File: config.mk
export PLATFORM = sky130hd
export DESIGN_NAME = flash_log_pointer_recovery
export DESIGN_NICKNAME = d
export VERILOG_FILES = /design/src/rtl/flpr_pkg.sv /design/src/rtl/flash_log_pointer_recovery.sv
export SDC_FILE = /design/constraint.sdc
export NUM_CORES = 1
export LEC_CHECK = 0
export BUFFER_PORTS_ARGS = -buffer_cell sky130_fd_sc_hd__buf_4
export CAP_MARGIN = 20
export CORE_MARGIN = 2
export CORE_UTILIZATION = 55
export CTS_CLUSTER_DIAMETER = 80
export CTS_CLUSTER_SIZE = 25
export DETAILED_ROUTE_END_ITERATION = 10
export PLACE_DENSITY = 0.75
export SLEW_MARGIN = 20
export SYNTH_ARGS = -nofsm -noshare
export SYNTH_HDL_FRONTEND = slang
export SYNTH_SLANG_ARGS = --single-unit
File: constraint.sdc
create_clock -name clock -period 11.2 [get_ports clock]
set_input_delay 1.12 -clock clock [delete_from_list [all_inputs] [get_ports clock]]
set_output_delay 1.12 -clock clock [all_outputs]
set_load 0.01 [all_outputs]
File: src/rtl/flpr_pkg.sv
// ----------------------------------------------------------------------------
// flpr_pkg
// Types, codes and sizing constants for the flash log pointer recovery block.
// ----------------------------------------------------------------------------
package flpr_pkg;

   localparam int MEM_BYTES    = 2097152;
   localparam int RECORD_BYTES = 32;
   localparam int SLOT_COUNT   = MEM_BYTES / RECORD_BYTES;
   localparam int LAST_SLOT    = (SLOT_COUNT > 1) ? SLOT_COUNT - 1 : 0;
   localparam int SLOT_W       = (SLOT_COUNT > 1) ? $clog2(SLOT_COUNT) : 1;

   localparam int ADDR_W = 22;
   localparam int WORD_W = 64;
   // Wide enough for pointer + record size against the memory size.
   localparam int CMP_W  = 26;
   localparam int PROD_W = SLOT_W + ADDR_W;

   typedef logic [ADDR_W-1:0] addr_type;
   typedef logic [SLOT_W-1:0] slot_type;
   typedef logic [1:0]        code_type;

   // Request codes.
   localparam code_type REQ_RECOVER = 2'd0;
   localparam code_type REQ_PROBE   = 2'd1;
   localparam code_type REQ_APPEND  = 2'd2;
   localparam code_type REQ_CLEAR   = 2'd3;

   // Result codes.
   localparam code_type RES_PROBE   = 2'd0;
   localparam code_type RES_DONE    = 2'd1;
   localparam code_type RES_APPEND  = 2'd2;
   localparam code_type RES_CLEARED = 2'd3;

   localparam logic STATUS_OK    = 1'b0;
   localparam logic STATUS_ERROR = 1'b1;

   // Byte address of a slot, masked to the address width.
   function automatic addr_type slot_to_addr(slot_type slot);
      logic [PROD_W-1:0] prod;
      prod = PROD_W'(slot) * PROD_W'(RECORD_BYTES);
      return prod[ADDR_W-1:0];
   endfunction

   // Midpoint of the current search window.
   function automatic slot_type slot_mid(slot_type lo, slot_type hi);
      logic [SLOT_W:0] sum;
      sum = {1'b0, lo} + {1'b0, hi};
      return sum[SLOT_W:1];
   endfunction

endpackage

File: src/rtl/flash_log_pointer_recovery.sv
// ----------------------------------------------------------------------------
// flash_log_pointer_recovery
// Append pointer keeper for a flash record log, with lower-bound binary
// search recovery of the pointer.
// ----------------------------------------------------------------------------
//
//  channel  | direction | payload                                 | flow
//  ---------+-----------+-----------------------------------------+------------
//  req_     | in        | req_type, req_probe_word, req_probe_last | valid/stall
//  rsp_     | out       | rsp_res_type, rsp_address, rsp_status    | valid/stall
//
//  One request transfer per cycle while req_stall is low. Its result, if any,
//  is in the output register in the cycle after the transfer.
//  The search step (midpoint, compare, window update, next midpoint) is done
//  in one pass between the request port and the output register.
//  req_stall rises only while a held result is itself stalled; an empty
//  output register or a result leaving this cycle lets the next transfer in.
//  Reset (synchronous, active high) zeroes the pointer and the search window,
//  ends any search and drops a pending result.
// ----------------------------------------------------------------------------
module flash_log_pointer_recovery
   import flpr_pkg::*;
(
   input  logic              clock,
   input  logic              reset,

   input  logic              req_valid,
   output logic              req_stall,
   input  logic [1:0]        req_type,
   input  logic [WORD_W-1:0] req_probe_word,
   input  logic              req_probe_last,

   output logic              rsp_valid,
   input  logic              rsp_stall,
   output logic [1:0]        rsp_res_type,
   output logic [ADDR_W-1:0] rsp_address,
   output logic              rsp_status
);

   // Architectural state.
   addr_type append_pointer_ff, append_pointer_in;
   slot_type search_low_ff,     search_low_in;
   slot_type search_high_ff,    search_high_in;
   logic     search_active_ff,  search_active_in;
   logic     all_ones_ff,       all_ones_in;

   // Output register.
   logic     rsp_valid_ff,  rsp_valid_in;
   code_type rsp_type_ff,   rsp_type_in;
   addr_type rsp_addr_ff,   rsp_addr_in;
   logic     rsp_status_ff, rsp_status_in;

   logic     out_free;
   logic     req_fire;

   // Search step working values.
   slot_type         mid;
   slot_type         step_low;
   slot_type         step_high;
   logic [SLOT_W:0]  mid_plus;
   logic             word_ones;
   logic             rec_ones;
   logic [CMP_W-1:0] append_sum;

   // The output register takes a new result when empty or when its
   // current result leaves this cycle.
   assign out_free  = !rsp_valid_ff || !rsp_stall;
   assign req_stall = !out_free;
   assign req_fire  = req_valid && out_free;

   assign mid        = slot_mid(search_low_ff, search_high_ff);
   assign mid_plus   = {1'b0, mid} + {{SLOT_W{1'b0}}, 1'b1};
   assign word_ones  = &req_probe_word;
   assign rec_ones   = all_ones_ff && word_ones;
   assign append_sum = CMP_W'(append_pointer_ff) + CMP_W'(RECORD_BYTES);

   // Window after the probed record: erased keeps mid as the upper bound,
   // written moves the lower bound past mid. Clamp a crossed window.
   always_comb begin
      step_high = search_high_ff;
      step_low  = search_low_ff;
      if (rec_ones) begin
         step_high = mid;
      end else begin
         step_low = mid_plus[SLOT_W-1:0];
      end
      if (step_low > step_high) begin
         step_low = step_high;
      end
   end

   always_comb begin
      append_pointer_in = append_pointer_ff;
      search_low_in     = search_low_ff;
      search_high_in    = search_high_ff;
      search_active_in  = search_active_ff;
      all_ones_in       = all_ones_ff;

      rsp_valid_in  = rsp_valid_ff && rsp_stall;
      rsp_type_in   = rsp_type_ff;
      rsp_addr_in   = rsp_addr_ff;
      rsp_status_in = rsp_status_ff;

      if (req_fire) begin
         if (search_active_ff) begin
            // Commands are dropped while a search runs; only words count.
            if (req_type == REQ_PROBE) begin
               all_ones_in = rec_ones;
               if (req_probe_last) begin
                  all_ones_in    = 1'b1;
                  search_low_in  = step_low;
                  search_high_in = step_high;
                  rsp_valid_in   = 1'b1;
                  if (step_low == step_high) begin
                     // Window closed: first erased slot found (the last slot if none is erased).
                     search_active_in  = 1'b0;
                     append_pointer_in = slot_to_addr(step_low);
                     rsp_type_in       = RES_DONE;
                     rsp_addr_in       = slot_to_addr(step_low);
                     rsp_status_in     = (step_low == SLOT_W'(LAST_SLOT)) ?
                                         STATUS_ERROR : STATUS_OK;
                  end else begin
                     rsp_type_in   = RES_PROBE;
                     rsp_addr_in   = slot_to_addr(slot_mid(step_low, step_high));
                     rsp_status_in = STATUS_OK;
                  end
               end
            end
         end else begin
            unique case (req_type)
               REQ_RECOVER: begin
                  search_low_in  = '0;
                  search_high_in = SLOT_W'(LAST_SLOT);
                  all_ones_in    = 1'b1;
                  rsp_valid_in   = 1'b1;
                  if (LAST_SLOT == 0) begin
                     // Single slot: nothing to search.
                     search_active_in  = 1'b0;
                     append_pointer_in = '0;
                     rsp_type_in       = RES_DONE;
                     rsp_addr_in       = '0;
                     rsp_status_in     = STATUS_ERROR;
                  end else begin
                     search_active_in = 1'b1;
                     rsp_type_in      = RES_PROBE;
                     rsp_addr_in      = slot_to_addr(slot_mid('0, SLOT_W'(LAST_SLOT)));
                     rsp_status_in    = STATUS_OK;
                  end
               end
               REQ_APPEND: begin
                  rsp_valid_in = 1'b1;
                  rsp_type_in  = RES_APPEND;
                  rsp_addr_in  = append_pointer_ff;
                  if (append_sum > CMP_W'(MEM_BYTES)) begin
                     rsp_status_in = STATUS_ERROR;
                  end else begin
                     rsp_status_in     = STATUS_OK;
                     append_pointer_in = append_sum[ADDR_W-1:0];
                  end
               end
               REQ_CLEAR: begin
                  append_pointer_in = '0;
                  rsp_valid_in      = 1'b1;
                  rsp_type_in       = RES_CLEARED;
                  rsp_addr_in       = '0;
                  rsp_status_in     = STATUS_OK;
               end
               default: begin
                  // Word outside a search: drop it.
               end
            endcase
         end
      end
   end

   always_ff @(posedge clock) begin
      if (reset) begin
         append_pointer_ff <= '0;
         search_low_ff     <= '0;
         search_high_ff    <= '0;
         search_active_ff  <= 1'b0;
         all_ones_ff       <= 1'b1;
         rsp_valid_ff      <= 1'b0;
      end else begin
         append_pointer_ff <= append_pointer_in;
         search_low_ff     <= search_low_in;
         search_high_ff    <= search_high_in;
         search_active_ff  <= search_active_in;
         all_ones_ff       <= all_ones_in;
         rsp_valid_ff      <= rsp_valid_in;
      end
   end

   // Result payload holds while stalled; no reset needed.
   always_ff @(posedge clock) begin
      rsp_type_ff   <= rsp_type_in;
      rsp_addr_ff   <= rsp_addr_in;
      rsp_status_ff <= rsp_status_in;
   end

   assign rsp_valid    = rsp_valid_ff;
   assign rsp_res_type = rsp_type_ff;
   assign rsp_address  = rsp_addr_ff;
   assign rsp_status   = rsp_status_ff;

`ifndef SYNTHESIS
   a_window_ordered : assert property (@(posedge clock) disable iff (reset)
      search_active_ff |-> (search_low_ff < search_high_ff))
      else $error("search window empty or crossed while searching");

   a_idle_all_ones : assert property (@(posedge clock) disable iff (reset)
      !search_active_ff |-> all_ones_ff)
      else $error("erased flag not rearmed outside a search");

   a_pointer_in_range : assert property (@(posedge clock) disable iff (reset)
      CMP_W'(append_pointer_ff) <= CMP_W'(MEM_BYTES))
      else $error("append pointer beyond memory");

   a_last_word_answers : assert property (@(posedge clock) disable iff (reset)
      (req_fire && search_active_ff && req_type == REQ_PROBE && req_probe_last)
      |=> (rsp_valid_ff && (rsp_type_ff == RES_PROBE || rsp_type_ff == RES_DONE)))
      else $error("final probe word gave no probe request or done");

   a_done_ends_search : assert property (@(posedge clock) disable iff (reset)
      (req_fire && search_active_ff && req_type == REQ_PROBE && req_probe_last)
      |=> (search_active_ff == (rsp_type_ff == RES_PROBE)))
      else $error("search activity disagrees with result kind");
`endif

endmodule

==> results of run 1 <==
worst min path at each step:
| stage | startpoint | end | depth (start not counted) |
|---|---|---|---|
| finish | search_low_ff[6] | search_low_ff[6] | 2 |
| global route | search_low_ff[6] | search_low_ff[6] | 2 |
| CTS | search_low_ff[6] | search_low_ff[6] | 2 |
| detailed placement | search_low_ff[6] | search_low_ff[6] | 2 |
| global placement | search_low_ff[9] | search_low_ff[9] | 2 |
| floorplan | search_low_ff[8] | search_low_ff[8] | 2 |
through the flow:
step                instances  util [%]
CTS                      1212      65.1
finish                   1212      65.2
detailed placement       1196      62.5
floorplan                 979         -
global placement         1196      62.5
global route             1212      65.2
worst min-delay path: stages, from the launching register on:
cell and delay [ns]:
dfxtp_1 0.33, nand2_1 0.06, a21oi_1 0.05
layout make-up:
type                    instances  share of cell area [%]
multi-input cells             807                    61.8
flip-flops and latches         73                    20.3
repair buffers                104                    9.49
clock buffers                   9                    2.74
well taps                     172                    2.62
inverters                      40                    1.83
clock inverters                 7                    1.23
power by group:
group / leakage [nW] / internal (mW) / total, mW / switching [mW]
clock: 0.153 / 0.197 / 0.324 / 0.127
combinational: 2.62 / 0.136 / 0.355 / 0.219
sequential: 0.619 / 0.287 / 0.295 / 0.00810
total: 3.39 / 0.620 / 0.974 / 0.354
cells in the mapped netlist (16+ instances only):
cell type / instances / share of area [%]
a21o_1: 16 / 1.7
a21oi_1: 107 / 7.5
clkbuf_1: 42 / 2.2
dfxtp_1: 52 / 15
edfxtp_1: 21 / 8.9
ha_1: 54 / 9.5
inv_1: 40 / 2.1
nand2_1: 114 / 6.0
nand3_1: 35 / 2.5
nand4_1: 41 / 3.6
nor2_1: 101 / 5.3
nor3_1: 35 / 2.5
nor4_1: 19 / 1.7
o21ai_0: 63 / 4.4
o22ai_1: 16 / 1.4
xnor2_1: 24 / 3.0
logic make-up (layout without fill, tap and decap cells):
family | count (synthesis) | in the layout
AO/OA/AOI/OAI | 292 | 292
XOR/XNOR | 37 | 37
multiplexers | 14 | 14
flip-flops | 73 | 73
other | 1 | 1
AND/OR/NAND/NOR | 407 | 407
adder cells (fa/ha/maj) | 56 | 56
buffers and inverters | 99 | 160
layer usage:
metal  vias up  track usage (%)
met3        59             6.44
met5         -                0
li1       3739                -
met2       390             51.0
met1      3598             41.7
met4         0             12.0
sequential cells by signal (all words and copies together), names as in the netlist:
register	flops
all_ones_ff	1
append_pointer_ff	17
rsp_address	18
rsp_res_type	2
rsp_status	1
rsp_valid	1
search_active_ff	1
search_high_ff	16
search_low_ff	16
==> impl_metrics.csv, run 1 <==
group,metric,value,unit
layout,diodes,0,
yosys,yosys_most_used_dff,"dfxtp_1",
timing,hold_viol_final,0,
global_route,grt_remaining_overflow,0,
min_path,hold_path.class,"register to register",
drt,top_layer,"met4",
critical_path,crit_path_end,"rsp_address[20]",
cts,cts.sinks,73,
floorplan,io_pins,98,
drt,wl_met2,10.2,mm
placement,place_area,7890,µm²
critical_path,end_kind,"register",
placement,port_buffers,97,
yosys,synth_xor_area_share,4.82,%
drt,drc,0,
drt,wl_met3,1.94,mm
cts,postCtsHoldBufs,0,
timing,clock.fmax,0.118,GHz
placement,pre_cts_slack,2.95,ns
placement,dpl.hpwl,16.2,mm
timing,relSlewSlack,28.2,%
drt,routed_wl,22.0,mm
critical_path,cp_data_required_time,11.28,ns
floorplan,initial_core_util,56.4,%
yosys,async_reset_ff_share,0,%
floorplan,die_height,118,µm
pwr,power_density,118,nW/µm²
global_route,grt_usage,31.6,%
drt,wl_met1,9.33,mm
pwr,p_leak,3.39,nW
yosys,postSynthAreaPerCell,7.27,µm²
timing,setup_violations,0,
critical_path,max_stage_delay,0.60,ns
pwr,ir_drop,0.110,mV
global_route,antenna_found_initial,0,
yosys,synth_top_family_by_area,"simple AND/OR/NAND/NOR gates",
timing,finClkSkew,0.00797,ns
yosys,synth-edff-count,21,
critical_path,r2r-end,"rsp_address[20]",
layout,layout_commonest_cell,"nand2_1",
cts,htreeDepth,3,
yosys,synth_compound_area_share,25.9,%
global_route,grt_pass1_wl,35.6,mm
timing,hold_slack,0.492,ns
floorplan,die_area,13900,µm²
cts,cts_tree,"built",
floorplan,dieWidth,118,µm
cts,cts_root_buf,"clkbuf_16",
timing,setup_ws,2.74,ns
pwr,total_power,0.974,mW
yosys,synthMuxAreaShare,2.02,%
layout,finish.instance_area,8230,µm²
placement,place.gp.congestion,0.934,
critical_path,crit_path_frequent_cell,"o21ai_0",
timing,timing.final.crit_share,75.6,%
drt,drt_pass1_iterations,5,
drt,wl_per_cell,18.2,µm
critical_path,cp_max_fo,29,
critical_path,reg2reg_slack,2.74,ns
critical_path,critical_path_class,"register to register",
drt,vias,7786,
cts,clockBufferDepth,2,
layout,final_cell_mix,"nand2_1, a21oi_1, buf_4",
timing,rsz0062_at_grt,"no",
drt,viasPerCell,6.42,
drt,drt-initial-drc-count,854,
timing,finalSetupTns,0,ns
yosys,ys_warn_count,0,
cts,insertion_delay,0.35,ns
yosys,yosysUniqueCellTypes,84,
layout,seqCellArea,1670,µm²
critical_path,critPathLaunchType,"register",
critical_path,cpMaxStageDelayCell,"nor4_1",
layout,fin_nets,1162,
floorplan,rows,41,
layout,drive_gt1_share,14.6,%
yosys,syn_nets,1106,
critical_path,cp_num_cells,30,
yosys,synth_seq_cells,73,
timing,slew_viol_final,0,
yosys,netlist_instances,979,
layout,area_growth,15.6,%
timing,period_needed,8.46,ns
cts,path_clk_slew,0.06,ns
yosys,synthAdderAreaFrac,10.1,%
timing,worst_pin_slew,1.07,ns
yosys,syn-cell-area,7120,µm²
run_status,status,"completed",
run,maxCapViolCount,0,
yosys,synthSimpleGateAreaFrac,28.2,%
critical_path,cp-startpoint,"search_low_ff[1]",
critical_path,cp_num_buf_inv,1,
cts,cts_setup_buffers,0,
global_route,grt_max_degree,54,
critical_path,cp.arrival,8.54,ns
floorplan,core-area,12600,µm²
critical_path,r2r_start,"search_low_ff[1]",
critical_path,cp_top_family,"simple AND/OR/NAND/NOR gates",
global_route,grt_pass1_vias,7247,
cts,cts_resized,0,
cts,numCtsBuffers,9,
critical_path,reg2reg_depth,30,
drt,final_antenna_net_count,0,
layout,multiInputGateArea,5080,µm²
layout,fillers,1181,
yosys,seq_area_frac_synth,23.5,%
(Power assumes the default switching activity.)
==> inputs of run 2 (changes only) <==
clock period = 8.77 ns   (was 11.2 ns; I/O delays follow)
==> run 2 against run 1 <==
  * Die area unchanged
  * Clock power up 17%
  * Flip-flop and latch count unchanged
  * Wire length down 0.19%
  * Final area up 0.44%
  * Combinational power up 32%
  * Largest power group unchanged
==> impl_metrics.csv, run 2 (synthesis gave the netlist of run 1 again) <==
group,metric,value,unit
run_status,status,"completed",
floorplan,rows,41,
drt,wl_per_cell,18.0,µm
min_path,hold_path.class,"register to register",
cts,cts.sinks,73,
floorplan,die_height,118,µm
floorplan,io_pins,98,
critical_path,cp.arrival,8.24,ns
layout,layout_commonest_cell,"nand2_1",
critical_path,end_kind,"register",
global_route,antenna_found_initial,0,
pwr,ir_drop,0.106,mV
cts,cts_root_buf,"clkbuf_16",
critical_path,cp_max_fo,29,
drt,drc,0,
pwr,p_leak,3.41,nW
timing,relSlewSlack,29.4,%
cts,clockBufferDepth,2,
timing,setup_violations,0,
critical_path,r2r_start,"search_low_ff[1]",
critical_path,cp_data_required_time,8.84,ns
critical_path,cp_num_buf_inv,1,
drt,drt_pass1_iterations,6,
min_path,worstHoldStart,"search_low_ff[9]",
cts,numCtsBuffers,9,
cts,path_clk_slew,0.06,ns
cts,cts_tree,"built",
timing,finClkSkew,0.00951,ns
timing,worst_pin_slew,1.06,ns
global_route,grt_pass1_wl,35.6,mm
cts,cts_setup_buffers,0,
timing,rsz0062_at_grt,"no",
layout,final_cell_mix,"nand2_1, buf_4, a21oi_1",
critical_path,crit_path_frequent_cell,"a21o_1",
timing,slew_viol_final,0,
layout,diodes,0,
drt,routed_wl,22.0,mm
layout,multiInputGateArea,5090,µm²
global_route,grt_usage,31.4,%
layout,seqCellArea,1670,µm²
critical_path,cp_top_family,"compound AO/OA/AOI/OAI gates",
layout,area_growth,16.1,%
critical_path,reg2reg_depth,32,
timing,period_needed,8.16,ns
critical_path,reg2reg_slack,0.61,ns
floorplan,dieWidth,118,µm
critical_path,cp_num_cells,32,
layout,fillers,1190,
placement,place.gp.congestion,0.921,
critical_path,critical_path_class,"register to register",
timing,hold_viol_final,0,
min_path,min_to,"search_low_ff[9]",
timing,finalSetupTns,0,ns
global_route,grt_remaining_overflow,0,
critical_path,cpMaxStageDelayCell,"a2111oi_0",
floorplan,core-area,12600,µm²
timing,timing.final.crit_share,93.1,%
layout,largest_reg_flops,18,
drt,viasPerCell,6.45,
placement,port_buffers,97,
layout,fin_nets,1170,
critical_path,critPathLaunchType,"register",
global_route,grt_max_degree,54,
run,maxCapViolCount,0,
floorplan,die_area,13900,µm²
layout,drive_gt1_share,15.3,%
placement,dpl.hpwl,16.1,mm
global_route,grt_pass1_vias,7289,
min_path,hold_path_depth,2,
drt,drt-initial-drc-count,908,
cts,insertion_delay,0.34,ns
floorplan,initial_core_util,56.4,%
drt,vias,7863,
layout,finish.utilization,65.5,%
cts,htreeDepth,3,
timing,clock.fmax,0.122,GHz
pwr,power_density,148,nW/µm²
critical_path,r2r-end,"rsp_address[20]",
critical_path,max_stage_delay,0.48,ns
drt,final_antenna_net_count,0,
## run 2: changes by cell type in the layout (fill, tap and decap cells not counted), moves of 2 or more
cell / previous run / this run
inv_6: 3 / 1
nor4_2: 0 / 2
buf_4: 104 / 112
nor4_1: 19 / 17
## run 2: what timing repair did
item | 4_1_cts | 5_1_grt
endpoints found under the setup margin | 0 | 3
resized for setup | 0 | 3
hold buffers | 0 | 0
## run 2: worst max path at each step
stage / slack (ns) / endpoint / from
floorplan: 1.51 / rsp_address[20] / req_probe_word[44]
global placement: 0.85 / rsp_address[20] / search_high_ff[0]
detailed placement: 0.61 / rsp_address[20] / search_low_ff[1]
CTS: 0.43 / rsp_address[20] / search_low_ff[1]
global route: 0.08 / rsp_address[20] / search_low_ff[0]
finish: 0.61 / rsp_address[20] / search_low_ff[1]
## run 2: area by class of cell
cell class	instances	share of cell area, %
clock buffers	9	2.73
clock inverters	7	0.848
inverters	40	1.82
multi-input cells	807	61.6
flip-flops and latches	73	20.2
well taps	172	2.60
repair buffers	112	10.2
## run 2: worst min-delay path: stages (launching register included)
cell     delay [ns]
dfxtp_1        0.33
nand2_1        0.06
a21oi_1        0.05
## run 2: metrics by stage
| step | power (mW) | hold WS, ns | area (µm²) | setup WS (ns) | cells |
|---|---|---|---|---|---|
| 3_5_place_dp | 0.831 | 0.476 | 7950 | 0.611 | 1204 |
| 5_1_grt | 1.28 | 0.516 | 8260 | 0.0765 | 1220 |
| 4_1_cts | 1.21 | 0.486 | 8240 | 0.435 | 1220 |
| 2_1_floorplan | 0.692 | 0.454 | 7120 | 1.51 | 979 |
| 3_3_place_gp | 0.828 | 0.476 | 7950 | 0.847 | 1204 |
| 6_report | 1.22 | 0.489 | 8260 | 0.605 | 1220 |
## run 2: report_power, final
group          total, mW  internal, mW  switching, mW  leakage (nW)
clock network      0.378         0.220          0.158         0.135
logic              0.468         0.182          0.286          2.66
registers          0.376         0.366         0.0102         0.619
total               1.22         0.768          0.454          3.41
## run 2: layer usage
layer | wire [µm] | vias up | track usage [%]
li1 | - | 3744 | -
met1 | 9180 | 3594 | 41.4
met2 | 10100 | 449 | 50.2
met3 | 1950 | 76 | 5.81
met4 | 784 | 0 | 13.6
met5 | 0 | - | 0
